--- src/design/sitp_pkg.sv ---
package sitp_pkg;

    // default table limits
    localparam int MAX_DENSITY_ROWS_DEF    = 8;
    localparam int MAX_MOISTURE_POINTS_DEF = 8;

    // field widths
    localparam int WORD_W  = 16;
    localparam int KIND_W  = 2;
    localparam int IDX_W   = 3;
    localparam int CFG_W   = 4;

    // step unit widths: values, signed differences, product magnitude, result
    localparam int VAL_W   = 36;
    localparam int NUM_W   = WORD_W + 1;
    localparam int MAG_W   = VAL_W + NUM_W - 1;
    localparam int RES_W   = MAG_W + 2;

    // item queue between front and back
    localparam int QUEUE_DEPTH = 2;

    // configuration register indexes and reset value
    localparam logic CFG_DENSITY_ROWS   = 1'b0;
    localparam logic CFG_MOISTURE_PTS   = 1'b1;
    localparam logic [CFG_W-1:0] CFG_RESET = 4'd8;

    typedef enum logic [KIND_W-1:0] {
        KIND_COMPUTE    = 2'd0,
        KIND_WR_BREAK   = 2'd1,
        KIND_WR_DENSITY = 2'd2,
        KIND_WR_IMPED   = 2'd3
    } kind_t;

    typedef enum logic [1:0] {
        ST_OK    = 2'd0,
        ST_SAT   = 2'd1,
        ST_FAULT = 2'd2,
        ST_WRITE = 2'd3
    } status_t;

    typedef struct packed {
        kind_t              kind;
        logic [IDX_W-1:0]   table_row;
        logic [IDX_W-1:0]   table_col;
        logic [WORD_W-1:0]  table_word;
        logic [WORD_W-1:0]  bulk_density;
        logic [WORD_W-1:0]  water_content;
    } item_t;

    // one interpolation step: a - (a - b) * n / d
    typedef struct packed {
        logic                    start;
        logic signed [VAL_W-1:0] a;
        logic signed [VAL_W-1:0] b;
        logic signed [NUM_W-1:0] n;
        logic signed [NUM_W-1:0] d;
    } step_req_t;

    typedef struct packed {
        logic                    done;
        logic                    fault;
        logic signed [RES_W-1:0] res;
    } step_resp_t;

    typedef enum logic [1:0] {
        MD_IDLE,
        MD_MUL,
        MD_DIV,
        MD_DONE
    } step_state_t;

    typedef enum logic [3:0] {
        BK_IDLE,
        BK_DISPATCH,
        BK_RATIO,
        BK_DS_RD,
        BK_DS_CMP,
        BK_MS_RD,
        BK_MS_CMP,
        BK_FETCH,
        BK_EVAL,
        BK_STEP_P,
        BK_STEP_Q,
        BK_STEP_LAST
    } back_state_t;

    // fetched operand slots
    localparam int FE_COUNT = 9;
    localparam int FE_W     = 4;
    localparam logic [FE_W-1:0] FE_G0     = 4'd0;
    localparam logic [FE_W-1:0] FE_G1     = 4'd1;
    localparam logic [FE_W-1:0] FE_M_J0I0 = 4'd2;
    localparam logic [FE_W-1:0] FE_M_J0I1 = 4'd3;
    localparam logic [FE_W-1:0] FE_M_J1I1 = 4'd4;
    localparam logic [FE_W-1:0] FE_T_J0I0 = 4'd5;
    localparam logic [FE_W-1:0] FE_T_J0I1 = 4'd6;
    localparam logic [FE_W-1:0] FE_T_J1I0 = 4'd7;
    localparam logic [FE_W-1:0] FE_T_J1I1 = 4'd8;
    localparam logic [FE_W-1:0] FE_END    = 4'd9;

    // signed difference of two unsigned words
    function automatic logic signed [NUM_W-1:0] word_diff(input logic [WORD_W-1:0] x,
                                                          input logic [WORD_W-1:0] y);
        word_diff = $signed({1'b0, x}) - $signed({1'b0, y});
    endfunction

    // unsigned word widened to a step value
    function automatic logic signed [VAL_W-1:0] word_val(input logic [WORD_W-1:0] x);
        word_val = $signed({{(VAL_W-WORD_W){1'b0}}, x});
    endfunction

endpackage

--- src/design/sitp_front.sv ---
module sitp_front (
    input  logic            clk,
    input  logic            rst_n,
    input  logic            start,
    output logic            busy,
    input  sitp_pkg::item_t in_item,
    output sitp_pkg::item_t q_item,
    output logic            q_valid,
    input  logic            q_pop
);
    import sitp_pkg::*;

    localparam int PTR_W = $clog2(QUEUE_DEPTH);
    localparam int CNT_W = $clog2(QUEUE_DEPTH + 1);

    item_t              entry_reg [QUEUE_DEPTH];
    logic [PTR_W-1:0]   wr_ptr_reg, wr_ptr_next;
    logic [PTR_W-1:0]   rd_ptr_reg, rd_ptr_next;
    logic [CNT_W-1:0]   count_reg, count_next;
    logic               push;
    logic               pop;

    // accept while the queue has room
    assign busy    = (count_reg == CNT_W'(QUEUE_DEPTH));
    assign push    = start && !busy;
    assign q_valid = (count_reg != '0);
    assign pop     = q_pop && q_valid;
    assign q_item  = entry_reg[rd_ptr_reg];

    // pointer and fill count update
    always_comb
    begin
        wr_ptr_next = wr_ptr_reg;
        rd_ptr_next = rd_ptr_reg;
        count_next  = count_reg;
        if (push)
        begin
            wr_ptr_next = (wr_ptr_reg == PTR_W'(QUEUE_DEPTH - 1)) ? '0 : wr_ptr_reg + 1'b1;
        end
        if (pop)
        begin
            rd_ptr_next = (rd_ptr_reg == PTR_W'(QUEUE_DEPTH - 1)) ? '0 : rd_ptr_reg + 1'b1;
        end
        if (push && !pop)
        begin
            count_next = count_reg + 1'b1;
        end
        else if (pop && !push)
        begin
            count_next = count_reg - 1'b1;
        end
    end

    always_ff @(posedge clk or negedge rst_n)
    begin
        if (!rst_n)
        begin
            wr_ptr_reg <= '0;
            rd_ptr_reg <= '0;
            count_reg  <= '0;
        end
        else
        begin
            wr_ptr_reg <= wr_ptr_next;
            rd_ptr_reg <= rd_ptr_next;
            count_reg  <= count_next;
        end
    end

    // queue storage
    always_ff @(posedge clk)
    begin
        if (push)
        begin
            entry_reg[wr_ptr_reg] <= in_item;
        end
    end

endmodule

--- src/design/sitp_step.sv ---
module sitp_step (
    input  logic                 clk,
    input  logic                 rst_n,
    input  sitp_pkg::step_req_t  req,
    output sitp_pkg::step_resp_t resp
);
    import sitp_pkg::*;

    localparam int CNT_W = $clog2(MAG_W);

    step_state_t             state_reg, state_next;
    logic [MAG_W-1:0]        xsh_reg;
    logic [NUM_W-2:0]        nmag_reg;
    logic [NUM_W-2:0]        dmag_reg;
    logic [MAG_W-1:0]        acc_reg;
    logic [NUM_W-1:0]        rem_reg;
    logic signed [VAL_W-1:0] a_reg;
    logic                    neg_reg;
    logic                    fault_reg;
    logic [CNT_W-1:0]        cnt_reg;

    logic                    take;
    logic signed [VAL_W-1:0] diff;
    logic [VAL_W-1:0]        diff_mag;
    logic [NUM_W-1:0]        n_abs;
    logic [NUM_W-1:0]        d_abs;
    logic [NUM_W-1:0]        rem_sh;
    logic                    rem_ge;
    logic signed [RES_W-1:0] quot;

    assign take     = req.start && (state_reg == MD_IDLE || state_reg == MD_DONE);
    assign diff     = req.a - req.b;
    assign diff_mag = diff[VAL_W-1] ? VAL_W'(-diff) : VAL_W'(diff);
    assign n_abs    = req.n[NUM_W-1] ? NUM_W'(-req.n) : NUM_W'(req.n);
    assign d_abs    = req.d[NUM_W-1] ? NUM_W'(-req.d) : NUM_W'(req.d);

    // restoring division, one quotient bit per cycle
    assign rem_sh = {rem_reg[NUM_W-2:0], acc_reg[MAG_W-1]};
    assign rem_ge = (rem_sh >= {1'b0, dmag_reg});

    // next state
    always_comb
    begin
        state_next = state_reg;
        unique case (state_reg)
            MD_IDLE,
            MD_DONE:
            begin
                if (take)
                begin
                    state_next = (req.d == '0) ? MD_DONE : MD_MUL;
                end
                else
                begin
                    state_next = MD_IDLE;
                end
            end
            MD_MUL:
            begin
                if (cnt_reg == CNT_W'(NUM_W - 2))
                begin
                    state_next = MD_DIV;
                end
            end
            MD_DIV:
            begin
                if (cnt_reg == CNT_W'(MAG_W - 1))
                begin
                    state_next = MD_DONE;
                end
            end
            default:
            begin
                state_next = MD_IDLE;
            end
        endcase
    end

    // outputs
    always_comb
    begin
        quot       = $signed({2'b00, acc_reg});
        resp.done  = (state_reg == MD_DONE);
        resp.fault = fault_reg;
        resp.res   = RES_W'(a_reg) - (neg_reg ? -quot : quot);
    end

    always_ff @(posedge clk or negedge rst_n)
    begin
        if (!rst_n)
        begin
            state_reg <= MD_IDLE;
        end
        else
        begin
            state_reg <= state_next;
        end
    end

    // shift-add multiply, then divide
    always_ff @(posedge clk)
    begin
        if (take)
        begin
            xsh_reg   <= MAG_W'(diff_mag);
            nmag_reg  <= n_abs[NUM_W-2:0];
            dmag_reg  <= d_abs[NUM_W-2:0];
            acc_reg   <= '0;
            rem_reg   <= '0;
            a_reg     <= req.a;
            neg_reg   <= diff[VAL_W-1] ^ req.n[NUM_W-1] ^ req.d[NUM_W-1];
            fault_reg <= (req.d == '0);
            cnt_reg   <= '0;
        end
        else if (state_reg == MD_MUL)
        begin
            if (nmag_reg[0])
            begin
                acc_reg <= acc_reg + xsh_reg;
            end
            xsh_reg  <= {xsh_reg[MAG_W-2:0], 1'b0};
            nmag_reg <= {1'b0, nmag_reg[NUM_W-2:1]};
            cnt_reg  <= (cnt_reg == CNT_W'(NUM_W - 2)) ? '0 : cnt_reg + 1'b1;
        end
        else if (state_reg == MD_DIV)
        begin
            rem_reg <= rem_ge ? (rem_sh - {1'b0, dmag_reg}) : rem_sh;
            acc_reg <= {acc_reg[MAG_W-2:0], rem_ge};
            cnt_reg <= cnt_reg + 1'b1;
        end
    end

endmodule

--- src/design/sitp_back.sv ---
module sitp_back #(
    parameter int MAX_DENSITY_ROWS    = sitp_pkg::MAX_DENSITY_ROWS_DEF,
    parameter int MAX_MOISTURE_POINTS = sitp_pkg::MAX_MOISTURE_POINTS_DEF
) (
    input  logic                                       clk,
    input  logic                                       rst_n,
    input  sitp_pkg::item_t                            q_item,
    input  logic                                       q_valid,
    output logic                                       q_pop,
    input  logic [$clog2(MAX_DENSITY_ROWS+1)-1:0]      rows_used,
    input  logic [$clog2(MAX_MOISTURE_POINTS+1)-1:0]   pts_used,
    output sitp_pkg::step_req_t                        step_req,
    input  sitp_pkg::step_resp_t                       step_resp,
    output logic                                       result_valid,
    output logic [sitp_pkg::WORD_W-1:0]                impedance,
    output logic [1:0]                                 status
);
    import sitp_pkg::*;

    localparam int RCW   = $clog2(MAX_DENSITY_ROWS + 1);
    localparam int PCW   = $clog2(MAX_MOISTURE_POINTS + 1);
    localparam int RIW   = $clog2(MAX_DENSITY_ROWS);
    localparam int CIW   = $clog2(MAX_MOISTURE_POINTS);
    localparam int GRID  = MAX_DENSITY_ROWS * MAX_MOISTURE_POINTS;
    localparam int GAW   = $clog2(GRID);

    back_state_t         state_reg, state_next;
    item_t               item_reg;
    logic [WORD_W-1:0]   v_reg;
    logic                sat_reg;
    logic [RCW-1:0]      r_reg;
    logic [PCW-1:0]      k_reg;
    logic [RCW-1:0]      jj_reg;
    logic [PCW-1:0]      ik_reg;
    logic [FE_W-1:0]     fcnt_reg;
    logic [WORD_W-1:0]   fetch_reg [FE_COUNT];
    logic signed [VAL_W-1:0] p_reg;
    logic                result_valid_reg;
    logic [WORD_W-1:0]   impedance_reg;
    status_t             status_reg;

    // table memories
    logic [WORD_W-1:0]   g_mem [MAX_MOISTURE_POINTS];
    logic [WORD_W-1:0]   t_mem [GRID];
    logic [WORD_W-1:0]   m_mem [GRID];
    logic [WORD_W-1:0]   g_rdata_reg;
    logic [WORD_W-1:0]   t_rdata_reg;
    logic [WORD_W-1:0]   m_rdata_reg;
    logic [CIW-1:0]      g_raddr;
    logic [GAW-1:0]      t_raddr;
    logic [GAW-1:0]      m_raddr;
    logic                g_wen;
    logic                t_wen;
    logic                m_wen;
    logic [CIW-1:0]      w_col;
    logic [GAW-1:0]      w_gaddr;
    logic                row_ok;
    logic                col_ok;

    // bracketing indexes
    logic [RCW-1:0]      j1_full;
    logic [RCW-1:0]      j0_full;
    logic [PCW-1:0]      i1_full;
    logic [PCW-1:0]      i0_full;
    logic [RIW-1:0]      j0;
    logic [RIW-1:0]      j1;
    logic [CIW-1:0]      i0;
    logic [CIW-1:0]      i1;
    logic                at_point;
    logic                j1_zero;

    // control from the output block
    logic                emit;
    status_t             emit_status;
    logic                fin_en;
    logic signed [RES_W-1:0] fin_val;
    logic                fin_lo;
    logic                fin_hi;
    logic [FE_W-1:0]     cap_idx;
    logic [WORD_W-1:0]   cap_data;
    logic                ds_hit;
    logic                ms_hit;

    function automatic logic [GAW-1:0] grid_addr(input logic [RIW-1:0] row,
                                                 input logic [CIW-1:0] col);
        grid_addr = GAW'(row) * GAW'(MAX_MOISTURE_POINTS) + GAW'(col);
    endfunction

    // index clamping at the table ends
    assign j1_full  = (jj_reg == rows_used) ? rows_used - 1'b1 : jj_reg;
    assign j0_full  = (jj_reg == '0) ? '0 : jj_reg - 1'b1;
    assign i1_full  = (ik_reg == pts_used) ? pts_used - 1'b1 : ik_reg;
    assign i0_full  = (ik_reg == '0) ? '0 : ik_reg - 1'b1;
    assign j1       = j1_full[RIW-1:0];
    assign j0       = j0_full[RIW-1:0];
    assign i1       = i1_full[CIW-1:0];
    assign i0       = i0_full[CIW-1:0];
    assign j1_zero  = (j1 == '0);
    assign at_point = (i1 == '0) || (v_reg <= fetch_reg[FE_G1]);

    // write address checks
    assign row_ok  = (32'(item_reg.table_row) < MAX_DENSITY_ROWS);
    assign col_ok  = (32'(item_reg.table_col) < MAX_MOISTURE_POINTS);
    assign w_col   = CIW'(item_reg.table_col);
    assign w_gaddr = grid_addr(RIW'(item_reg.table_row), w_col);

    // search compares
    assign ds_hit = (item_reg.bulk_density <= t_rdata_reg);
    assign ms_hit = (v_reg <= g_rdata_reg);

    // fetched data comes from the memory the slot belongs to
    assign cap_idx  = fcnt_reg - 1'b1;
    always_comb
    begin
        if (cap_idx <= FE_G1)
        begin
            cap_data = g_rdata_reg;
        end
        else if (cap_idx <= FE_M_J1I1)
        begin
            cap_data = m_rdata_reg;
        end
        else
        begin
            cap_data = t_rdata_reg;
        end
    end

    // next state
    always_comb
    begin
        state_next = state_reg;
        unique case (state_reg)
            BK_IDLE:
            begin
                if (q_valid)
                begin
                    state_next = BK_DISPATCH;
                end
            end
            BK_DISPATCH:
            begin
                if (item_reg.kind != KIND_COMPUTE || item_reg.bulk_density == '0)
                begin
                    state_next = BK_IDLE;
                end
                else
                begin
                    state_next = BK_RATIO;
                end
            end
            BK_RATIO:
            begin
                if (step_resp.done)
                begin
                    state_next = BK_DS_RD;
                end
            end
            BK_DS_RD:
            begin
                state_next = (r_reg == rows_used) ? BK_MS_RD : BK_DS_CMP;
            end
            BK_DS_CMP:
            begin
                state_next = ds_hit ? BK_MS_RD : BK_DS_RD;
            end
            BK_MS_RD:
            begin
                state_next = (k_reg == pts_used) ? BK_FETCH : BK_MS_CMP;
            end
            BK_MS_CMP:
            begin
                state_next = ms_hit ? BK_FETCH : BK_MS_RD;
            end
            BK_FETCH:
            begin
                if (fcnt_reg == FE_END)
                begin
                    state_next = BK_EVAL;
                end
            end
            BK_EVAL:
            begin
                if (j1_zero)
                begin
                    state_next = at_point ? BK_IDLE : BK_STEP_LAST;
                end
                else
                begin
                    state_next = BK_STEP_P;
                end
            end
            BK_STEP_P:
            begin
                if (step_resp.done)
                begin
                    state_next = (step_resp.fault || at_point) ? BK_IDLE : BK_STEP_Q;
                end
            end
            BK_STEP_Q:
            begin
                if (step_resp.done)
                begin
                    state_next = step_resp.fault ? BK_IDLE : BK_STEP_LAST;
                end
            end
            BK_STEP_LAST:
            begin
                if (step_resp.done)
                begin
                    state_next = BK_IDLE;
                end
            end
            default:
            begin
                state_next = BK_IDLE;
            end
        endcase
    end

    // outputs: pops, memory ports, step requests, results
    always_comb
    begin
        q_pop          = 1'b0;
        g_wen          = 1'b0;
        t_wen          = 1'b0;
        m_wen          = 1'b0;
        g_raddr        = '0;
        t_raddr        = '0;
        m_raddr        = '0;
        step_req.start = 1'b0;
        step_req.a     = '0;
        step_req.b     = '0;
        step_req.n     = '0;
        step_req.d     = '0;
        emit           = 1'b0;
        emit_status    = ST_FAULT;
        fin_en         = 1'b0;
        fin_val        = '0;
        unique case (state_reg)
            BK_IDLE:
            begin
                q_pop = q_valid;
            end
            BK_DISPATCH:
            begin
                if (item_reg.kind != KIND_COMPUTE)
                begin
                    g_wen       = (item_reg.kind == KIND_WR_BREAK) && col_ok;
                    t_wen       = (item_reg.kind == KIND_WR_DENSITY) && row_ok && col_ok;
                    m_wen       = (item_reg.kind == KIND_WR_IMPED) && row_ok && col_ok;
                    emit        = 1'b1;
                    emit_status = ST_WRITE;
                end
                else if (item_reg.bulk_density == '0)
                begin
                    emit        = 1'b1;
                    emit_status = ST_FAULT;
                end
                else
                begin
                    // moisture ratio as 0 - (0 - water*4096) / density
                    step_req.start = 1'b1;
                    step_req.a     = '0;
                    step_req.b     = $signed(VAL_W'({item_reg.water_content, 12'b0}));
                    step_req.n     = NUM_W'(1);
                    step_req.d     = $signed({1'b0, item_reg.bulk_density});
                end
            end
            BK_DS_RD:
            begin
                t_raddr = grid_addr(RIW'(r_reg), '0);
            end
            BK_MS_RD:
            begin
                g_raddr = CIW'(k_reg);
            end
            BK_FETCH:
            begin
                unique case (fcnt_reg)
                    FE_G0:     g_raddr = i0;
                    FE_G1:     g_raddr = i1;
                    FE_M_J0I0: m_raddr = grid_addr(j0, i0);
                    FE_M_J0I1: m_raddr = grid_addr(j0, i1);
                    FE_M_J1I1: m_raddr = grid_addr(j1, i1);
                    FE_T_J0I0: t_raddr = grid_addr(j0, i0);
                    FE_T_J0I1: t_raddr = grid_addr(j0, i1);
                    FE_T_J1I0: t_raddr = grid_addr(j1, i0);
                    FE_T_J1I1: t_raddr = grid_addr(j1, i1);
                    default:   t_raddr = '0;
                endcase
            end
            BK_EVAL:
            begin
                if (j1_zero && at_point)
                begin
                    fin_en  = 1'b1;
                    fin_val = RES_W'(word_val(fetch_reg[FE_M_J1I1]));
                end
                else if (j1_zero)
                begin
                    // moisture interpolation along the first row
                    step_req.start = 1'b1;
                    step_req.a     = word_val(fetch_reg[FE_M_J0I0]);
                    step_req.b     = word_val(fetch_reg[FE_M_J1I1]);
                    step_req.n     = word_diff(v_reg, fetch_reg[FE_G0]);
                    step_req.d     = word_diff(fetch_reg[FE_G1], fetch_reg[FE_G0]);
                end
                else
                begin
                    // density interpolation at the upper moisture point
                    step_req.start = 1'b1;
                    step_req.a     = word_val(fetch_reg[FE_M_J0I1]);
                    step_req.b     = word_val(fetch_reg[FE_M_J1I1]);
                    step_req.n     = word_diff(fetch_reg[FE_T_J0I1], item_reg.bulk_density);
                    step_req.d     = word_diff(fetch_reg[FE_T_J0I1], fetch_reg[FE_T_J1I1]);
                end
            end
            BK_STEP_P:
            begin
                if (step_resp.done)
                begin
                    if (step_resp.fault)
                    begin
                        emit        = 1'b1;
                        emit_status = ST_FAULT;
                    end
                    else if (at_point)
                    begin
                        fin_en  = 1'b1;
                        fin_val = step_resp.res;
                    end
                    else
                    begin
                        // density interpolation at the lower moisture point
                        step_req.start = 1'b1;
                        step_req.a     = word_val(fetch_reg[FE_M_J0I0]);
                        step_req.b     = word_val(fetch_reg[FE_M_J1I1]);
                        step_req.n     = word_diff(fetch_reg[FE_T_J0I0], item_reg.bulk_density);
                        step_req.d     = word_diff(fetch_reg[FE_T_J0I0], fetch_reg[FE_T_J1I0]);
                    end
                end
            end
            BK_STEP_Q:
            begin
                if (step_resp.done)
                begin
                    if (step_resp.fault)
                    begin
                        emit        = 1'b1;
                        emit_status = ST_FAULT;
                    end
                    else
                    begin
                        // blend q toward p across the moisture interval
                        step_req.start = 1'b1;
                        step_req.a     = step_resp.res[VAL_W-1:0];
                        step_req.b     = p_reg;
                        step_req.n     = word_diff(v_reg, fetch_reg[FE_G0]);
                        step_req.d     = word_diff(fetch_reg[FE_G1], fetch_reg[FE_G0]);
                    end
                end
            end
            BK_STEP_LAST:
            begin
                if (step_resp.done)
                begin
                    if (step_resp.fault)
                    begin
                        emit        = 1'b1;
                        emit_status = ST_FAULT;
                    end
                    else
                    begin
                        fin_en  = 1'b1;
                        fin_val = step_resp.res;
                    end
                end
            end
            default:
            begin
                q_pop = 1'b0;
            end
        endcase
    end

    // final value clipping
    assign fin_lo = fin_val[RES_W-1];
    assign fin_hi = !fin_val[RES_W-1] && (fin_val > $signed(RES_W'(16'hFFFF)));

    always_ff @(posedge clk or negedge rst_n)
    begin
        if (!rst_n)
        begin
            state_reg        <= BK_IDLE;
            result_valid_reg <= 1'b0;
        end
        else
        begin
            state_reg        <= state_next;
            result_valid_reg <= emit || fin_en;
        end
    end

    // datapath registers
    always_ff @(posedge clk)
    begin
        if (q_pop)
        begin
            item_reg <= q_item;
        end
        if (emit)
        begin
            impedance_reg <= '0;
            status_reg    <= emit_status;
        end
        else if (fin_en)
        begin
            impedance_reg <= fin_lo ? '0 : (fin_hi ? 16'hFFFF : fin_val[WORD_W-1:0]);
            status_reg    <= (sat_reg || fin_lo || fin_hi) ? ST_SAT : ST_OK;
        end
        unique case (state_reg)
            BK_RATIO:
            begin
                if (step_resp.done)
                begin
                    if (step_resp.res > $signed(RES_W'(16'hFFFF)))
                    begin
                        v_reg   <= 16'hFFFF;
                        sat_reg <= 1'b1;
                    end
                    else
                    begin
                        v_reg   <= step_resp.res[WORD_W-1:0];
                        sat_reg <= 1'b0;
                    end
                    r_reg <= '0;
                end
            end
            BK_DS_RD:
            begin
                if (r_reg == rows_used)
                begin
                    jj_reg <= rows_used;
                    k_reg  <= '0;
                end
            end
            BK_DS_CMP:
            begin
                if (ds_hit)
                begin
                    jj_reg <= r_reg;
                    k_reg  <= '0;
                end
                else
                begin
                    r_reg <= r_reg + 1'b1;
                end
            end
            BK_MS_RD:
            begin
                if (k_reg == pts_used)
                begin
                    ik_reg   <= pts_used;
                    fcnt_reg <= '0;
                end
            end
            BK_MS_CMP:
            begin
                if (ms_hit)
                begin
                    ik_reg   <= k_reg;
                    fcnt_reg <= '0;
                end
                else
                begin
                    k_reg <= k_reg + 1'b1;
                end
            end
            BK_FETCH:
            begin
                fcnt_reg <= fcnt_reg + 1'b1;
                if (fcnt_reg != '0)
                begin
                    fetch_reg[cap_idx] <= cap_data;
                end
            end
            BK_STEP_P:
            begin
                if (step_resp.done)
                begin
                    p_reg <= step_resp.res[VAL_W-1:0];
                end
            end
            default:
            begin
            end
        endcase
    end

    // moisture break memory
    always_ff @(posedge clk)
    begin
        if (g_wen)
        begin
            g_mem[w_col] <= item_reg.table_word;
        end
        g_rdata_reg <= g_mem[g_raddr];
    end

    // density grid memory
    always_ff @(posedge clk)
    begin
        if (t_wen)
        begin
            t_mem[w_gaddr] <= item_reg.table_word;
        end
        t_rdata_reg <= t_mem[t_raddr];
    end

    // impedance grid memory
    always_ff @(posedge clk)
    begin
        if (m_wen)
        begin
            m_mem[w_gaddr] <= item_reg.table_word;
        end
        m_rdata_reg <= m_mem[m_raddr];
    end

    assign result_valid = result_valid_reg;
    assign impedance    = impedance_reg;
    assign status       = status_reg;

endmodule

--- src/design/soil_impedance_table_interpolator_top.sv ---
// Soil impedance table interpolator. Issue an item with start while busy is low;
// kind selects a table write (moisture break, density entry, impedance entry) or a
// compute of impedance from bulk density and water content. Every item gives exactly
// one result on result_valid, impedance and status, held for one cycle; the receiver
// cannot stall, so results must be taken as they come. A two-item queue sits in front
// of the sequencer, and busy rises only when it is full. A compute runs the moisture
// ratio and each of up to three interpolation steps through one shared multiply-divide
// unit that works one bit per cycle, the two breakpoint searches read and compare one
// table entry at a time, and the operand fetch reads its operands from the tables one
// slot at a time. Tables must be written before a compute reads them. Configuration
// writes are taken at any time but belong between items.
module soil_impedance_table_interpolator_top #(
    parameter int MAX_DENSITY_ROWS    = sitp_pkg::MAX_DENSITY_ROWS_DEF,
    parameter int MAX_MOISTURE_POINTS = sitp_pkg::MAX_MOISTURE_POINTS_DEF
) (
    input  logic                          clk,
    input  logic                          rst_n,
    input  logic                          start,
    output logic                          busy,
    input  logic [sitp_pkg::KIND_W-1:0]   kind,
    input  logic [sitp_pkg::IDX_W-1:0]    table_row,
    input  logic [sitp_pkg::IDX_W-1:0]    table_col,
    input  logic [sitp_pkg::WORD_W-1:0]   table_word,
    input  logic [sitp_pkg::WORD_W-1:0]   bulk_density,
    input  logic [sitp_pkg::WORD_W-1:0]   water_content,
    input  logic                          cfg_valid,
    output logic                          cfg_ready,
    input  logic                          cfg_index,
    input  logic [sitp_pkg::CFG_W-1:0]    cfg_data,
    output logic                          result_valid,
    output logic [sitp_pkg::WORD_W-1:0]   impedance,
    output logic [1:0]                    status
);
    import sitp_pkg::*;

    localparam int RCW = $clog2(MAX_DENSITY_ROWS + 1);
    localparam int PCW = $clog2(MAX_MOISTURE_POINTS + 1);

    logic [CFG_W-1:0] rows_cfg_reg;
    logic [CFG_W-1:0] pts_cfg_reg;
    logic [RCW-1:0]   rows_used;
    logic [PCW-1:0]   pts_used;
    item_t            in_item;
    item_t            q_item;
    logic             q_valid;
    logic             q_pop;
    step_req_t        step_req;
    step_resp_t       step_resp;

    // configuration registers
    assign cfg_ready = 1'b1;

    always_ff @(posedge clk or negedge rst_n)
    begin
        if (!rst_n)
        begin
            rows_cfg_reg <= CFG_RESET;
            pts_cfg_reg  <= CFG_RESET;
        end
        else if (cfg_valid && cfg_ready)
        begin
            unique case (cfg_index)
                CFG_DENSITY_ROWS: rows_cfg_reg <= cfg_data;
                CFG_MOISTURE_PTS: pts_cfg_reg  <= cfg_data;
                default:          rows_cfg_reg <= rows_cfg_reg;
            endcase
        end
    end

    // counts clamped to one and to the table size
    always_comb
    begin
        if (rows_cfg_reg == '0)
        begin
            rows_used = RCW'(1);
        end
        else if (32'(rows_cfg_reg) > MAX_DENSITY_ROWS)
        begin
            rows_used = RCW'(MAX_DENSITY_ROWS);
        end
        else
        begin
            rows_used = RCW'(rows_cfg_reg);
        end
        if (pts_cfg_reg == '0)
        begin
            pts_used = PCW'(1);
        end
        else if (32'(pts_cfg_reg) > MAX_MOISTURE_POINTS)
        begin
            pts_used = PCW'(MAX_MOISTURE_POINTS);
        end
        else
        begin
            pts_used = PCW'(pts_cfg_reg);
        end
    end

    // input item assembly
    assign in_item.kind          = kind_t'(kind);
    assign in_item.table_row     = table_row;
    assign in_item.table_col     = table_col;
    assign in_item.table_word    = table_word;
    assign in_item.bulk_density  = bulk_density;
    assign in_item.water_content = water_content;

    sitp_front u_front (
        .clk     (clk),
        .rst_n   (rst_n),
        .start   (start),
        .busy    (busy),
        .in_item (in_item),
        .q_item  (q_item),
        .q_valid (q_valid),
        .q_pop   (q_pop)
    );

    sitp_step u_step (
        .clk   (clk),
        .rst_n (rst_n),
        .req   (step_req),
        .resp  (step_resp)
    );

    sitp_back #(
        .MAX_DENSITY_ROWS    (MAX_DENSITY_ROWS),
        .MAX_MOISTURE_POINTS (MAX_MOISTURE_POINTS)
    ) u_back (
        .clk          (clk),
        .rst_n        (rst_n),
        .q_item       (q_item),
        .q_valid      (q_valid),
        .q_pop        (q_pop),
        .rows_used    (rows_used),
        .pts_used     (pts_used),
        .step_req     (step_req),
        .step_resp    (step_resp),
        .result_valid (result_valid),
        .impedance    (impedance),
        .status       (status)
    );

endmodule

--- config.mk ---
export PLATFORM = sky130hd
export DESIGN_NAME = soil_impedance_table_interpolator_top
export DESIGN_NICKNAME = d
export VERILOG_FILES = /design/src/design/sitp_pkg.sv /design/src/design/sitp_front.sv /design/src/design/sitp_step.sv /design/src/design/sitp_back.sv /design/src/design/soil_impedance_table_interpolator_top.sv
export SDC_FILE = /design/constraint.sdc
export NUM_CORES = 2
export LEC_CHECK = 0
export BUFFER_PORTS_ARGS = -buffer_cell sky130_fd_sc_hd__buf_2
export CORE_MARGIN = 8
export CORE_UTILIZATION = 33
export CTS_CLUSTER_SIZE = 10
export DETAILED_ROUTE_END_ITERATION = 12
export GPL_ROUTABILITY_DRIVEN = 0
export MAX_ROUTING_LAYER = met4
export PLACE_DENSITY = 0.44
export SLEW_MARGIN = 20
export SYNTH_ARGS = -nofsm -noshare
export SYNTH_HDL_FRONTEND = slang
export SYNTH_HIERARCHICAL = 1
export SYNTH_SLANG_ARGS = --single-unit
--- constraint.sdc ---
create_clock -name clk -period 12.5 [get_ports clk]
set_clock_uncertainty 0.15 [all_clocks]
set_input_delay 1.875 -clock clk [delete_from_list [all_inputs] [get_ports clk]]
set_output_delay 1.875 -clock clk [all_outputs]
set_load 0.005 [all_outputs]
==> impl_metrics.env <==
export IMPL_status="finished, final reports clean"
export IMPL_cp_start_kind="flop"
export IMPL_numClockSinks=2842
export IMPL_drt_initial_drc_count=8998
export IMPL_postCtsSetupRepairBufs=0
export IMPL_ys_warn_count=6
export IMPL_dieArea_sq_um=408900
export IMPL_min_period_ns=8.799
export IMPL_fin_crit_sh=0.7040
export IMPL_dpl_hpwl_microns=289700
export IMPL_finalPower_uw=31080
export IMPL_hold_buffers=0
export IMPL_hold_viol_final=0
export IMPL_max_freq_ghz=0.1136
export IMPL_maxSlewViolCount=0
export IMPL_cpPeakStageDelay_ns=1.08
export IMPL_grt_overflow=0
export IMPL_vias_per_cell=5.540
export IMPL_maxCapViolations=0
export IMPL_setup_viol=0
export IMPL_synth_seq_cells=2842
export IMPL_synth_edf_count=2669
export IMPL_tns_ns=0
export IMPL_p_leak_uw=0.05031
export IMPL_ant_nets=0
export IMPL_final_nets=10949
export IMPL_clk_latency_ns=0.95
export IMPL_yosys_area_top_type="edfxtp_1"
export IMPL_cp_top_family="simple AND/OR/NAND/NOR gates"
export IMPL_dpl_cell_area_sq_um=135900
export IMPL_drc_errors=0
export IMPL_cts_buffer_depth=4
export IMPL_cts_inserted_buffers=344
export IMPL_root_buffer="clkbuf_16"
export IMPL_wl_per_cell_microns=28.44
export IMPL_power_density_nw_per_um2=212.8
export IMPL_path_buf_inv=1
export IMPL_grt_pass1_vias=84985
export IMPL_min_from="u_back/impedance[7]"
export IMPL_area_growth_syn_to_layout_pct=13.86
export IMPL_yosysMostFrequentCell="edfxtp_1"
export IMPL_crit_path_end_kind="flop"
export IMPL_postSynthCellCount=10407
export IMPL_worstMarginPinSlew_ns=1.441
export IMPL_yosysUniqueCellTypes=102
export IMPL_portBuffers=84
export IMPL_io_pins=86
export IMPL_critPathSlowestCell="nor3_1"
export IMPL_ys_seq_area_frac=0.6527
export IMPL_synth_area_leaders="edfxtp_1 (62%), nand2_1 (3.7%), ha_1 (3.1%), o21ai_0 (3.1%), dfxtp_1 (2.4%)"
export IMPL_cts_resized=0
export IMPL_htree_num_levels=5
export IMPL_multi_input_area_sq_um=41430
export IMPL_clk_pin_slew_worst_paths_ns=0.06
export IMPL_cp_max_fo=17
export IMPL_grt_use_total=0.2198
export IMPL_rows=229
export IMPL_drive_gt1_frac=0.09833
export IMPL_critical_path_required_ns=13.01
export IMPL_worstPathArrival_ns=9.31
export IMPL_postLayoutCoreUtil=0.3764
export IMPL_cts_tree="yes"
export IMPL_ff_latch_area_sq_um=83710
export IMPL_coreArea_sq_um=388000
export IMPL_num_vias=88371
export IMPL_cp_startpoint="u_step/acc_reg[10]"
export IMPL_start_util=0.3306
export IMPL_async_flop_share=0.006685
export IMPL_cp_common_cell="a21o_1"
export IMPL_drt_total_wl_microns=453700
export IMPL_die_h_microns=639.4
export IMPL_antenna_found_initial=27
export IMPL_grt_pass1_wl_microns=644600
export IMPL_die_w_microns=639.4
export IMPL_synthTopCellsByCount="edfxtp_1 (2669), nand2_1 (1248), o21ai_0 (794)"
export IMPL_synth_area_per_cell_sq_um=12.32
export IMPL_grt_start_max_net_pins=148
export IMPL_holdCritPathClass="flop to flop"
export IMPL_vdd_drop_max_mv=0.1871
export IMPL_criticalPathCategory="flop to flop"
export IMPL_stdcell_area_sq_um=146000
export IMPL_first_pass_iters=8
export IMPL_rsz0062_at_grt="no"
export IMPL_syn_num_nets=10801
export IMPL_reg2reg_from="u_step/acc_reg[10]"
export IMPL_synth_main_ff_cell="edfxtp_1"
export IMPL_synth_top_area_share=0.6249
export IMPL_netlist_area_sq_um=128300
export IMPL_num_fill_cells=37229
export IMPL_slew_headroom=0.03912
## layout make-up
| cell class | count | area share |
|---|---|---|
| multi-input cells | 6646 | 0.2837 |
| inverters | 291 | 0.007497 |
| clock buffers | 457 | 0.06306 |
| well taps | 5197 | 0.04453 |
| repair buffers | 430 | 0.02185 |
| clock inverters | 73 | 0.005895 |
| diodes | 15 | 0.0002570 |
| flip-flops and latches | 2842 | 0.5732 |
## kinds of logic after synthesis
| family | count (synthesis) | share of synthesized area |
|---|---|---|
| simple gates | 3247 | 0.1158 |
| fa+ha+maj | 329 | 0.03268 |
| xor+xnor | 362 | 0.02472 |
| flops | 2842 | 0.6527 |
| other cells | 1 | 0.00002924 |
| mux | 217 | 0.01863 |
| compound gates | 2490 | 0.1276 |
| buf+inv | 919 | 0.02792 |
## through the flow
stage	worst slack, ns	hold slack (ns)	instances
final	3.701	0.3297	15951
after global placement	3.779	0.3276	15402
after detailed placement	3.690	0.3244	15404
after floorplan	5.497	0.3059	10407
after global routing	3.208	0.3655	15940
after CTS	3.704	0.3374	15934
## power by group
group / switching (uW) / leakage (uW) / internal [uW]
registers: 629 / 0.0256 / 11900
clock network: 3960 / 0.00488 / 5320
logic: 6340 / 0.0199 / 2930
## layer usage
| metal | up-vias | track usage | wire, microns |
|---|---|---|---|
| met4 | 0 | 0.06099 | 13680 |
| li1 | 39681 | - | - |
| met3 | 590 | 0.02420 | 26970 |
| met1 | 45050 | 0.3032 | 202500 |
| met2 | 3050 | 0.3448 | 210600 |
| met5 | - | - | 0 |
## layout by cell type, fill, tap and decap left out, drive strengths merged, types with 114 or more instances in the layout
cell type	n
a211oi	169
a21oi	356
a221oi	114
and3	185
buf	429
clkbuf	458
dfxtp	154
edfxtp	2669
ha	319
inv	301
mux2i	145
nand2	1249
nand3	350
nor2	683
nor3	320
o21ai	802
o22ai	146
xnor2	179
xor2	183
## final timing paths
kind | slack, ns | cells after the start | end
hold / removal | 0.33 | 2 | u_back/impedance[7]
min in group asynchronous | 0.81 | 1 | u_back/result_valid
max in group asynchronous | 10.85 | 1 | u_front/rd_ptr_reg
setup / recovery | 3.70 | 26 | u_back/v_reg[9]
hold reg to reg | 0.33 | 2 | u_back/impedance[7]
setup reg to reg | 3.70 | 26 | u_back/v_reg[9]
## worst register-to-register path, delay by kind of cell (launching register included)
family | cells | cell delay [ns]
flip-flops | 1 | 0.39
AO/OA/AOI/OAI | 11 | 2.81
adder cells (fa/ha/maj) | 1 | 0.34
XOR/XNOR | 2 | 0.30
buffers and inverters | 1 | 0.07
AND/OR/NAND/NOR | 11 | 4.45
Power figures use the tool's default switching activity.
